[config.mk]
export PLATFORM = sky130hd
export DESIGN_NAME = hex_address_size_token_parser_top
export DESIGN_NICKNAME = d
export VERILOG_FILES = /design/src/design/hasp_pkg.sv /design/src/design/hasp_decode.sv /design/src/design/hasp_core.sv /design/src/design/hex_address_size_token_parser_top.sv
export SDC_FILE = /design/constraint.sdc
export NUM_CORES = 1
export LEC_CHECK = 0
export BUFFER_PORTS_ARGS = -buffer_cell sky130_fd_sc_hd__buf_4
export CAP_MARGIN = 5
export CORE_UTILIZATION = 53
export CTS_CLUSTER_DIAMETER = 150
export DETAILED_ROUTE_END_ITERATION = 8
export PLACE_DENSITY = 0.7
export SLEW_MARGIN = 20
export SYNTH_ARGS = -nofsm -noshare
export SYNTH_HDL_FRONTEND = slang
export SYNTH_HIERARCHICAL = 1
export SYNTH_SLANG_ARGS = --single-unit
[constraint.sdc]
create_clock -name clk -period 17.2 [get_ports clk]
set_input_delay 0.86 -clock clk [delete_from_list [all_inputs] [get_ports clk]]
set_output_delay 0.86 -clock clk [all_outputs]
set_load 0.03 [all_outputs]
[src/design/hasp_pkg.sv]
`default_nettype none

package hasp_pkg;

  localparam logic [7:0] COLON_CHAR = 8'h3A;
  localparam logic [7:0] CHAR_0     = 8'h30;
  localparam logic [7:0] CHAR_9     = 8'h39;
  localparam logic [7:0] CHAR_LC_A  = 8'h61;
  localparam logic [7:0] CHAR_LC_F  = 8'h66;
  localparam logic [7:0] CHAR_UC_A  = 8'h41;
  localparam logic [7:0] CHAR_UC_F  = 8'h46;

  localparam logic [4:0] MAX_DIGITS = 5'd16;
  localparam logic [4:0] DIGIT_SAT  = 5'd17;

  localparam logic [1:0] FIELD_ADDR = 2'd0;
  localparam logic [1:0] FIELD_SIZE = 2'd1;
  localparam logic [1:0] FIELD_REST = 2'd2;

  typedef struct packed {
    logic       is_colon;
    logic       is_hex;
    logic [3:0] digit;
  } char_class_t;

  typedef struct packed {
    logic        ok;
    logic [63:0] address;
    logic [63:0] window_size;
  } result_t;

endpackage

`default_nettype wire

[src/design/hasp_decode.sv]
`default_nettype none

module hasp_decode (
  input  wire logic [7:0]           char_code,
  output hasp_pkg::char_class_t     cls
);
  import hasp_pkg::*;

  logic [7:0] off_num;
  logic [7:0] off_lc;
  logic [7:0] off_uc;

  assign off_num = char_code - CHAR_0;
  assign off_lc  = char_code - CHAR_LC_A + 8'd10;
  assign off_uc  = char_code - CHAR_UC_A + 8'd10;

  always_comb begin
    cls.is_colon = (char_code == COLON_CHAR);
    cls.is_hex   = 1'b1;
    cls.digit    = 4'd0;
    priority if (char_code >= CHAR_0 && char_code <= CHAR_9) begin
      cls.digit = off_num[3:0];
    end else if (char_code >= CHAR_LC_A && char_code <= CHAR_LC_F) begin
      cls.digit = off_lc[3:0];
    end else if (char_code >= CHAR_UC_A && char_code <= CHAR_UC_F) begin
      cls.digit = off_uc[3:0];
    end else begin
      cls.is_hex = 1'b0;
    end
  end

endmodule

`default_nettype wire

[src/design/hasp_core.sv]
`default_nettype none

module hasp_core #(
  parameter int MAX_LEN = 64
) (
  input  wire logic              clk,
  input  wire logic              rst,
  input  wire logic              take,
  input  wire logic [7:0]        char_code,
  input  wire logic              has_char,
  input  wire logic              last,
  output hasp_pkg::result_t      result
);
  import hasp_pkg::*;

  localparam int LenW = $clog2(MAX_LEN + 2);
  localparam logic [LenW-1:0] LenMax = LenW'(MAX_LEN);

  char_class_t cls;

  logic [1:0]      field_index, field_index_next;
  logic [4:0]      digit_count, digit_count_next;
  logic [63:0]     address_acc, address_acc_next;
  logic [63:0]     size_acc, size_acc_next;
  logic            error_flag, error_flag_next;
  logic [LenW-1:0] length_count, length_count_next;
  logic            ok;

  hasp_decode u_decode (
    .char_code (char_code),
    .cls       (cls)
  );

  always_comb begin
    field_index_next  = field_index;
    digit_count_next  = digit_count;
    address_acc_next  = address_acc;
    size_acc_next     = size_acc;
    error_flag_next   = error_flag;
    length_count_next = length_count;
    if (has_char) begin
      if (length_count <= LenMax) begin
        length_count_next = length_count + 1'b1;
      end
      if (field_index != FIELD_REST) begin
        priority if (cls.is_colon) begin
          if (digit_count == 5'd0) begin
            error_flag_next = 1'b1;
          end
          field_index_next = field_index + 2'd1;
          digit_count_next = 5'd0;
        end else if (!cls.is_hex) begin
          error_flag_next = 1'b1;
        end else if (digit_count >= MAX_DIGITS) begin
          error_flag_next  = 1'b1;
          digit_count_next = DIGIT_SAT;
        end else begin
          digit_count_next = digit_count + 5'd1;
          if (field_index == FIELD_ADDR) begin
            address_acc_next = {address_acc[59:0], cls.digit};
          end else begin
            size_acc_next = {size_acc[59:0], cls.digit};
          end
        end
      end
    end
  end

  assign ok = !error_flag_next && (field_index_next == FIELD_REST) &&
              (length_count_next != '0) && (length_count_next <= LenMax);

  always_comb begin
    result.ok          = ok;
    result.address     = ok ? address_acc_next : 64'd0;
    result.window_size = ok ? size_acc_next : 64'd0;
  end

  always_ff @(posedge clk) begin
    if (rst || (take && last)) begin
      field_index  <= FIELD_ADDR;
      digit_count  <= 5'd0;
      address_acc  <= 64'd0;
      size_acc     <= 64'd0;
      error_flag   <= 1'b0;
      length_count <= '0;
    end else if (take) begin
      field_index  <= field_index_next;
      digit_count  <= digit_count_next;
      address_acc  <= address_acc_next;
      size_acc     <= size_acc_next;
      error_flag   <= error_flag_next;
      length_count <= length_count_next;
    end
  end

endmodule

`default_nettype wire

[src/design/hex_address_size_token_parser_top.sv]
`default_nettype none

// channel  | handshake                      | payload
// ---------+--------------------------------+------------------------------------------
// input    | in_valid in, in_stall out      | char_code[7:0], has_char, last
// output   | out_valid out, out_stall in    | valid_res, address[63:0], window_size[63:0]
//
// one character transaction is taken every cycle while in_stall is low; the parse state
// updates at the accepting edge, where the result of a token's last character goes into
// the output slot, or into the skid entry while the output slot is held. a result register
// plus one skid entry part the two channels, so in_stall rises only when the skid entry is
// full. rst is synchronous, clears the parse state and empties both result slots.

module hex_address_size_token_parser_top #(
  parameter int MAX_LEN = 64
) (
  input  wire logic        clk,
  input  wire logic        rst,
  input  wire logic        in_valid,
  output logic             in_stall,
  input  wire logic [7:0]  char_code,
  input  wire logic        has_char,
  input  wire logic        last,
  output logic             out_valid,
  input  wire logic        out_stall,
  output logic             valid_res,
  output logic [63:0]      address,
  output logic [63:0]      window_size
);
  import hasp_pkg::*;

  logic    take;
  logic    produce;
  logic    out_take;
  result_t core_result;

  // output slot and skid slot
  result_t out_data;
  result_t skid_data;
  logic    skid_valid;

  assign in_stall = skid_valid;
  assign take     = in_valid && !in_stall;
  assign produce  = take && last;
  assign out_take = out_valid && !out_stall;

  hasp_core #(
    .MAX_LEN (MAX_LEN)
  ) u_core (
    .clk       (clk),
    .rst       (rst),
    .take      (take),
    .char_code (char_code),
    .has_char  (has_char),
    .last      (last),
    .result    (core_result)
  );

  always_ff @(posedge clk) begin
    if (rst) begin
      out_valid  <= 1'b0;
      skid_valid <= 1'b0;
    end else if (skid_valid) begin
      // input is stalled, only drain the skid into the output slot
      if (out_take) begin
        out_data   <= skid_data;
        skid_valid <= 1'b0;
      end
    end else if (produce) begin
      if (!out_valid || out_take) begin
        out_data  <= core_result;
        out_valid <= 1'b1;
      end else begin
        // output slot still held downstream, park the new result
        skid_data  <= core_result;
        skid_valid <= 1'b1;
      end
    end else if (out_take) begin
      out_valid <= 1'b0;
    end
  end

  assign valid_res   = out_data.ok;
  assign address     = out_data.address;
  assign window_size = out_data.window_size;

endmodule

`default_nettype wire

* After elaboration in Yosys (flattened, before gate mapping)
Cells that the tools add are included.
** Word-level totals
- Register bits :: 403
- Input port bits :: 14
- Output and inout port bits :: 131
- Word-level logic and storage cells :: 110
** Cells by class
- Add/subtract/negate cells :: 8
- Order comparisons :: 9
- Equality and inequality tests :: 5
- Muxes and demuxes :: 45
- Bitwise logic cells :: 3
- Reductions and logical operators :: 26
** Operator list (number)
- 2-to-1 mux 64 bit :: 14
- 2-to-1 mux 129 bit :: 4
- >= comparator 8 x 7 -> 1 bit (second input constant) :: 2
- <= comparator 8 x 7 -> 1 bit (second input constant) :: 2
- 2-to-1 mux 1 bit :: 16
- 2-to-1 mux 5 bit :: 3
- <= comparator 7 bit (second input constant) :: 2
- 2-to-1 mux 7 bit :: 2
- 2-to-1 mux 4 bit :: 3
- AND reduction 4 bit :: 3
- subtractor 4 x 1 -> 4 bit (second input constant) :: 3
- logical AND 1 bit :: 9
- adder 4 bit (second input constant) :: 2
- == test 8 x 6 -> 1 bit (second input constant) :: 1
- >= comparator 8 x 6 -> 1 bit (second input constant) :: 1
- <= comparator 8 x 6 -> 1 bit (second input constant) :: 1
- nonzero test 2 bit :: 4
- adder 7 x 1 -> 7 bit (second input constant) :: 1
- nonzero test 7 bit :: 1
- 2-to-1 mux 2 bit :: 3
- adder 5 x 1 -> 5 bit (second input constant) :: 1
- >= comparator 5 bit (second input constant) :: 1
- zero test 5 bit :: 1
- zero test 1 bit :: 4
- other kinds (8) :: 12

* Logic depth before layout (Yosys ltp)
- Depth after elaboration :: 17
- Gate-level depth with buffers :: 13
- Depth with buffers taken out :: 11

* By module
The synthesis kept the hierarchy.
** Modules (own cells, without submodules)
- hex_address_size_token_parser_top :: instances 1, cells each 415, area an instance 9584.2 um^2, seq. area each 7787.5 um^2
- hasp_core :: instances 1, cells each 1415, area an instance 9193.8 um^2, seq. area each 2862.7 um^2
- hasp_decode :: instances 1, cells each 26, area an instance 201.4 um^2, seq. area each 0.0 um^2

* Least setup slack after synthesis
No wires, ideal clock.
- Path type :: input-to-reg
- From :: input port last
- To :: register skid_data[0] (netlist bit), enable pin
- Library setup time :: 0.777 ns
- Data arrival time :: 9.804 ns
- Required time :: 16.423 ns
- Slack :: 6.619 ns
- Stages :: 2
- Path buffers :: 0
- Cells stage by stage :: nand3b_1 nor3_1
** On the way
- Longest elaborated chain between the ends :: 2
** RTL lines
- from (decl) :: line hex_address_size_token_parser_top.sv:23 : input wire logic last,
- logical AND 1 bit :: line hex_address_size_token_parser_top.sv:44 : assign produce = take && last;
- AND reduction 4 bit (no source line)
- to (signal assigned) :: line hex_address_size_token_parser_top.sv:75 : skid_data <= core_result;
- to (decl) :: line hex_address_size_token_parser_top.sv:39 : result_t skid_data;
Every way passes these cells.
A chain may end at the register's enable or synchronous reset.

==> out/summary.md <==
The run finished with clean final reports. In this run, distinct cell masters in the synthesized netlist total 58. Counting flops with an async set or reset pin after synthesis yields a share of 0%.

The count of mapped cells out of synthesis came out at 1,856. TritonCTS built the clock tree. The internal portion of the total power is 0.00160 W.

The netlist area before placement is 19,000 sq um. At the later pin of the worst-skew pair, clock insertion delay measures 0.53 ns. Setup violations remaining at the end of the flow were counted as 0. In the routed layout, each cell is associated on average with a via count of 5.63. The synthesized design devotes to its leading area cell type 40.8% of total area. The family of cells with the greatest summed delay on the critical path was buffers and inverters. Largest fanout on the critical path: 78. The count of placed standard cells in the final layout, fillers left out was 2,399. The largest individual stage delay along the critical path comes from the cell sky130_fd_sc_hd__buf_4. Port buffering added 144 buffers. In this run the post-CTS setup repair buffer count came out at 0. The tools report the final routed wirelength across all metal layers as 39.3 mm.

The final number of max-transition violations is 0, and the H-tree depth is 2. Worst hold path stage count: 2. STA classifies the critical path endpoint as a flip-flop. In the final routed layout, each cell accounts on average for 16.4 um. The signal on the critical path passes through buf_4, inv_1, ha_1, nand2_1, nor3_1, buf_4, nor3b_4, buf_4, buf_4, and3_2, buf_4, nand2_1, a21oi_1. The via count of the first global-routing pass is 12,543, and the minimum setup slack after placement is 12.66 ns.

STA classifies the critical path startpoint as an input pin. Number of enable-type register cells in the synthesized netlist: 258. After the last flow step, the layout net total stands at 1,934.

In the routed design, unresolved DRC markers number 0. The most numerous cell type found on the critical path is sky130_fd_sc_hd__buf_4. The post-synthesis average cell area was 10.2 sq um; the die outline width was 191 um. After clock tree synthesis, the flow added hold-fix buffers numbering 0. After floorplanning, the core was divided into 68 placement rows. The number of clock buffers added by TritonCTS is 42. Across the run, the number of max-cap violations was 0. In the post-synthesis netlist, the cell with the most instances is sky130_fd_sc_hd__nand2_1. The synthesized design spends more area on one cell type than any other, namely sky130_fd_sc_hd__edfxtp_1. Global routing consumed, over all layers together, 21.4% of the routing resources. The longest clock path from root to sink contains 3 buffers. The setup slack on the worst flop-to-flop path was 13.39 ns; the total core area was 34,900 sq um. The logs give 64.3 mm for the wire length of the first global-routing pass and 1,880 for the synthesized netlist net count. For the largest clock skew in the final design, the log shows 0.0171 ns.

In this run switching power makes up 22.2% of total power. For the pin with the worst max-slew slack, the measured transition is 1.19 ns. The tools report the clock root buffer as sky130_fd_sc_hd__clkbuf_16. In the post-synthesis netlist, the biggest area contributors are sky130_fd_sc_hd__edfxtp_1, sky130_fd_sc_hd__dfxtp_1, sky130_fd_sc_hd__nand2_1, sky130_fd_sc_hd__mux2_2, sky130_fd_sc_hd__a21oi_2. The number of gates resized after CTS was 0. The tools report the power dissipated by switching net loads as 0.000457 W. For this run the aggregate overflow at the end of global routing stands at 0. Power spread over the standard cell area amounts to 96.2 nW/um^2. The path class of the tightest hold or removal check is flip-flop to flip-flop.

The number of antenna-violating nets in the routed design is 0. Ranked by instance count, the synthesized netlist is headed by sky130_fd_sc_hd__nand2_1, sky130_fd_sc_hd__edfxtp_1, sky130_fd_sc_hd__a21oi_1, sky130_fd_sc_hd__dfxtp_1, sky130_fd_sc_hd__nand3_1. The run gives 5 as the total iterations of the first detailed-routing run.

Timing would allow up to 245 MHz. The leakage component of the power is 7.51 nW, and the proportion of power drawn by the clock network is 44.2%. The run gives 22.8 mm as the detailed placement HPWL. The run gives 36,600 sq um as the floorplan die area.

In this run, synthesis produced a sequential element count of 403. Required time reported for the critical path endpoint: 17.65 ns. The worst path uses 23.7% of the clock period. The final hold violation count is 0, and the share of final-layout standard cells stronger than drive strength 1 is 24.7%. In this run, the number of DRC markers left after iteration 0 of detailed routing was 1,199. Across all setup checks in the final design, the least slack found is 13.12 ns.

In this run, flip-flops and latches consume 50.4% of the power. The dominant register cell in the synthesized netlist was sky130_fd_sc_hd__edfxtp_1. For the initial antenna violation count, the log shows 0. Setup repair after global routing left no endpoint under its margin. The stage delay of the slowest cell on the critical path works out to 0.81 ns. The number of cells after detailed placement was 2,320; the final weighted congestion in routability-driven placement was 0.761.

Clock-pin slew was measured on the worst setup and hold paths at 0.06 ns. The arrival time of data at the critical path endpoint was 4.54 ns; the count of vias placed by the detailed router was 13,501. Combinational logic burns 5.4% of the power. For the final routed database, the setup TNS stands at 0 ns.

The largest voltage drop on the vdd net came out at 0.0000593 V. The number of cells on the worst reg-to-reg path is 9. The initial utilization of the core area, before any placement, comes to 54.4%. The logic depth of the worst setup path including buffers is 13, and the worst slew slack as a fraction of its limit is 19.8%. The repair_antennas step left the layout with diodes totalling 0. Counting every sink on the clock net gives 403.

The count of buffer and inverter cells on the critical path was 6. The count of boundary I/O pins came out at 145. The clock period minus final worst setup slack was 4.08 ns; the growth of design area from synthesis to finish was 12.8%. Hold timing on the final database bottoms out at a slack of 0.456 ns. The die height came out at 191 um. The category of the most critical setup path was input pin to flip-flop. The tools report the maximum number of pins on one net before global-route repair as 103. The sequential area share after synthesis is 56.1%. For this run, the number of Yosys warnings is 6.
-- power groups by stage --
stage	sequential [W]	clock, W	combinational [W]
detailed placement	0.00106	0	0.000111
floorplan	0.00108	0	0.0000657
CTS	0.00104	0.000929	0.000111
global route	0.00104	0.000971	0.000118
finish	0.00104	0.000911	0.000111
global placement	0.00106	0	0.000109
-- sequential cells by signal (all words and copies together) (netlist names) --
signal	cells
skid_data	129
address	64
u_core/address_acc	64
u_core/size_acc	64
window_size	64
u_core/length_count	7
u_core/digit_count	5
u_core/field_index	2
in_stall	1
out_valid	1
u_core/error_flag	1
valid_res	1
-- cells in the final DEF, fill, tap and decap left out, types with 3 or more instances in the layout --
cell,instances
sky130_fd_sc_hd__edfxtp_1,258
sky130_fd_sc_hd__clkinv_2,5
sky130_fd_sc_hd__xnor2_1,3
sky130_fd_sc_hd__clkbuf_8,11
sky130_fd_sc_hd__inv_6,3
sky130_fd_sc_hd__mux2_4,40
sky130_fd_sc_hd__a21oi_1,167
sky130_fd_sc_hd__nor3_1,5
sky130_fd_sc_hd__nor2_1,13
sky130_fd_sc_hd__ha_1,10
sky130_fd_sc_hd__inv_1,10
sky130_fd_sc_hd__nand2_1,522
sky130_fd_sc_hd__clkbuf_16,43
sky130_fd_sc_hd__o21ai_0,132
sky130_fd_sc_hd__nand3_1,137
sky130_fd_sc_hd__nand3_2,3
sky130_fd_sc_hd__buf_4,168
sky130_fd_sc_hd__mux2_2,83
sky130_fd_sc_hd__nor2b_1,4
sky130_fd_sc_hd__a21oi_2,100
sky130_fd_sc_hd__dfxtp_1,144
sky130_fd_sc_hd__xor2_1,5
sky130_fd_sc_hd__clkbuf_1,9
sky130_fd_sc_hd__mux2_1,6
-- tightest hold or removal path, stage by stage, from the launching register on --
cell,delay [ns]
sky130_fd_sc_hd__dfxtp_1,0.31
sky130_fd_sc_hd__nand2_1,0.05
sky130_fd_sc_hd__a21oi_1,0.05
-- cell type report --
class                      instances  area [sq um]
sequential                       403         10700
multi-input combinational       1283          7450
timing repair buffer             170          1290
inverter                          10          37.5
fill                            2899         13500
tap                              455           569
clock inverter                    15           149
clock buffer                      63          1260
-- worst paths after layout --
check                                          start                             endpoint
hold reg to reg     u_core/size_acc[61]$_SDFFE_PP0P_     u_core/size_acc[61]$_SDFFE_PP0P_
setup / recovery                        char_code[0]  u_core/address_acc[36]$_SDFFE_PP0P_
setup reg to reg  u_core/field_index[0]$_SDFFE_PP0P_  u_core/address_acc[36]$_SDFFE_PP0P_
hold / removal      u_core/size_acc[61]$_SDFFE_PP0P_     u_core/size_acc[61]$_SDFFE_PP0P_
-- metrics by stage --
stage,utilization [%],power [W],instance area (sq um)
global route,61.4,0.00213,21400
floorplan,-,0.00114,19000
finish,61.4,0.00206,21400
global placement,57.3,0.00117,20000
detailed placement,57.3,0.00117,20000
CTS,61.3,0.00208,21400
-- per-layer routing --
metal	up-vias	track usage, %	wire length (um)
met5	-	0	0
met4	0	5.95	792
met3	54	2.92	1860
met2	371	35.1	18900
met1	6477	29.7	17800
li1	6599	-	-
-- kinds of logic after synthesis --
kind of cell	synth area share [%]
AND/OR/NAND/NOR	16.1
AO/OA/AOI/OAI	13.2
flip-flops	56.1
buffers and inverters	5.04
multiplexers	8.55
adder cells (fa/ha/maj)	0.659
XOR/XNOR	0.369
Note: power is estimated with default switching activity, not from simulation.
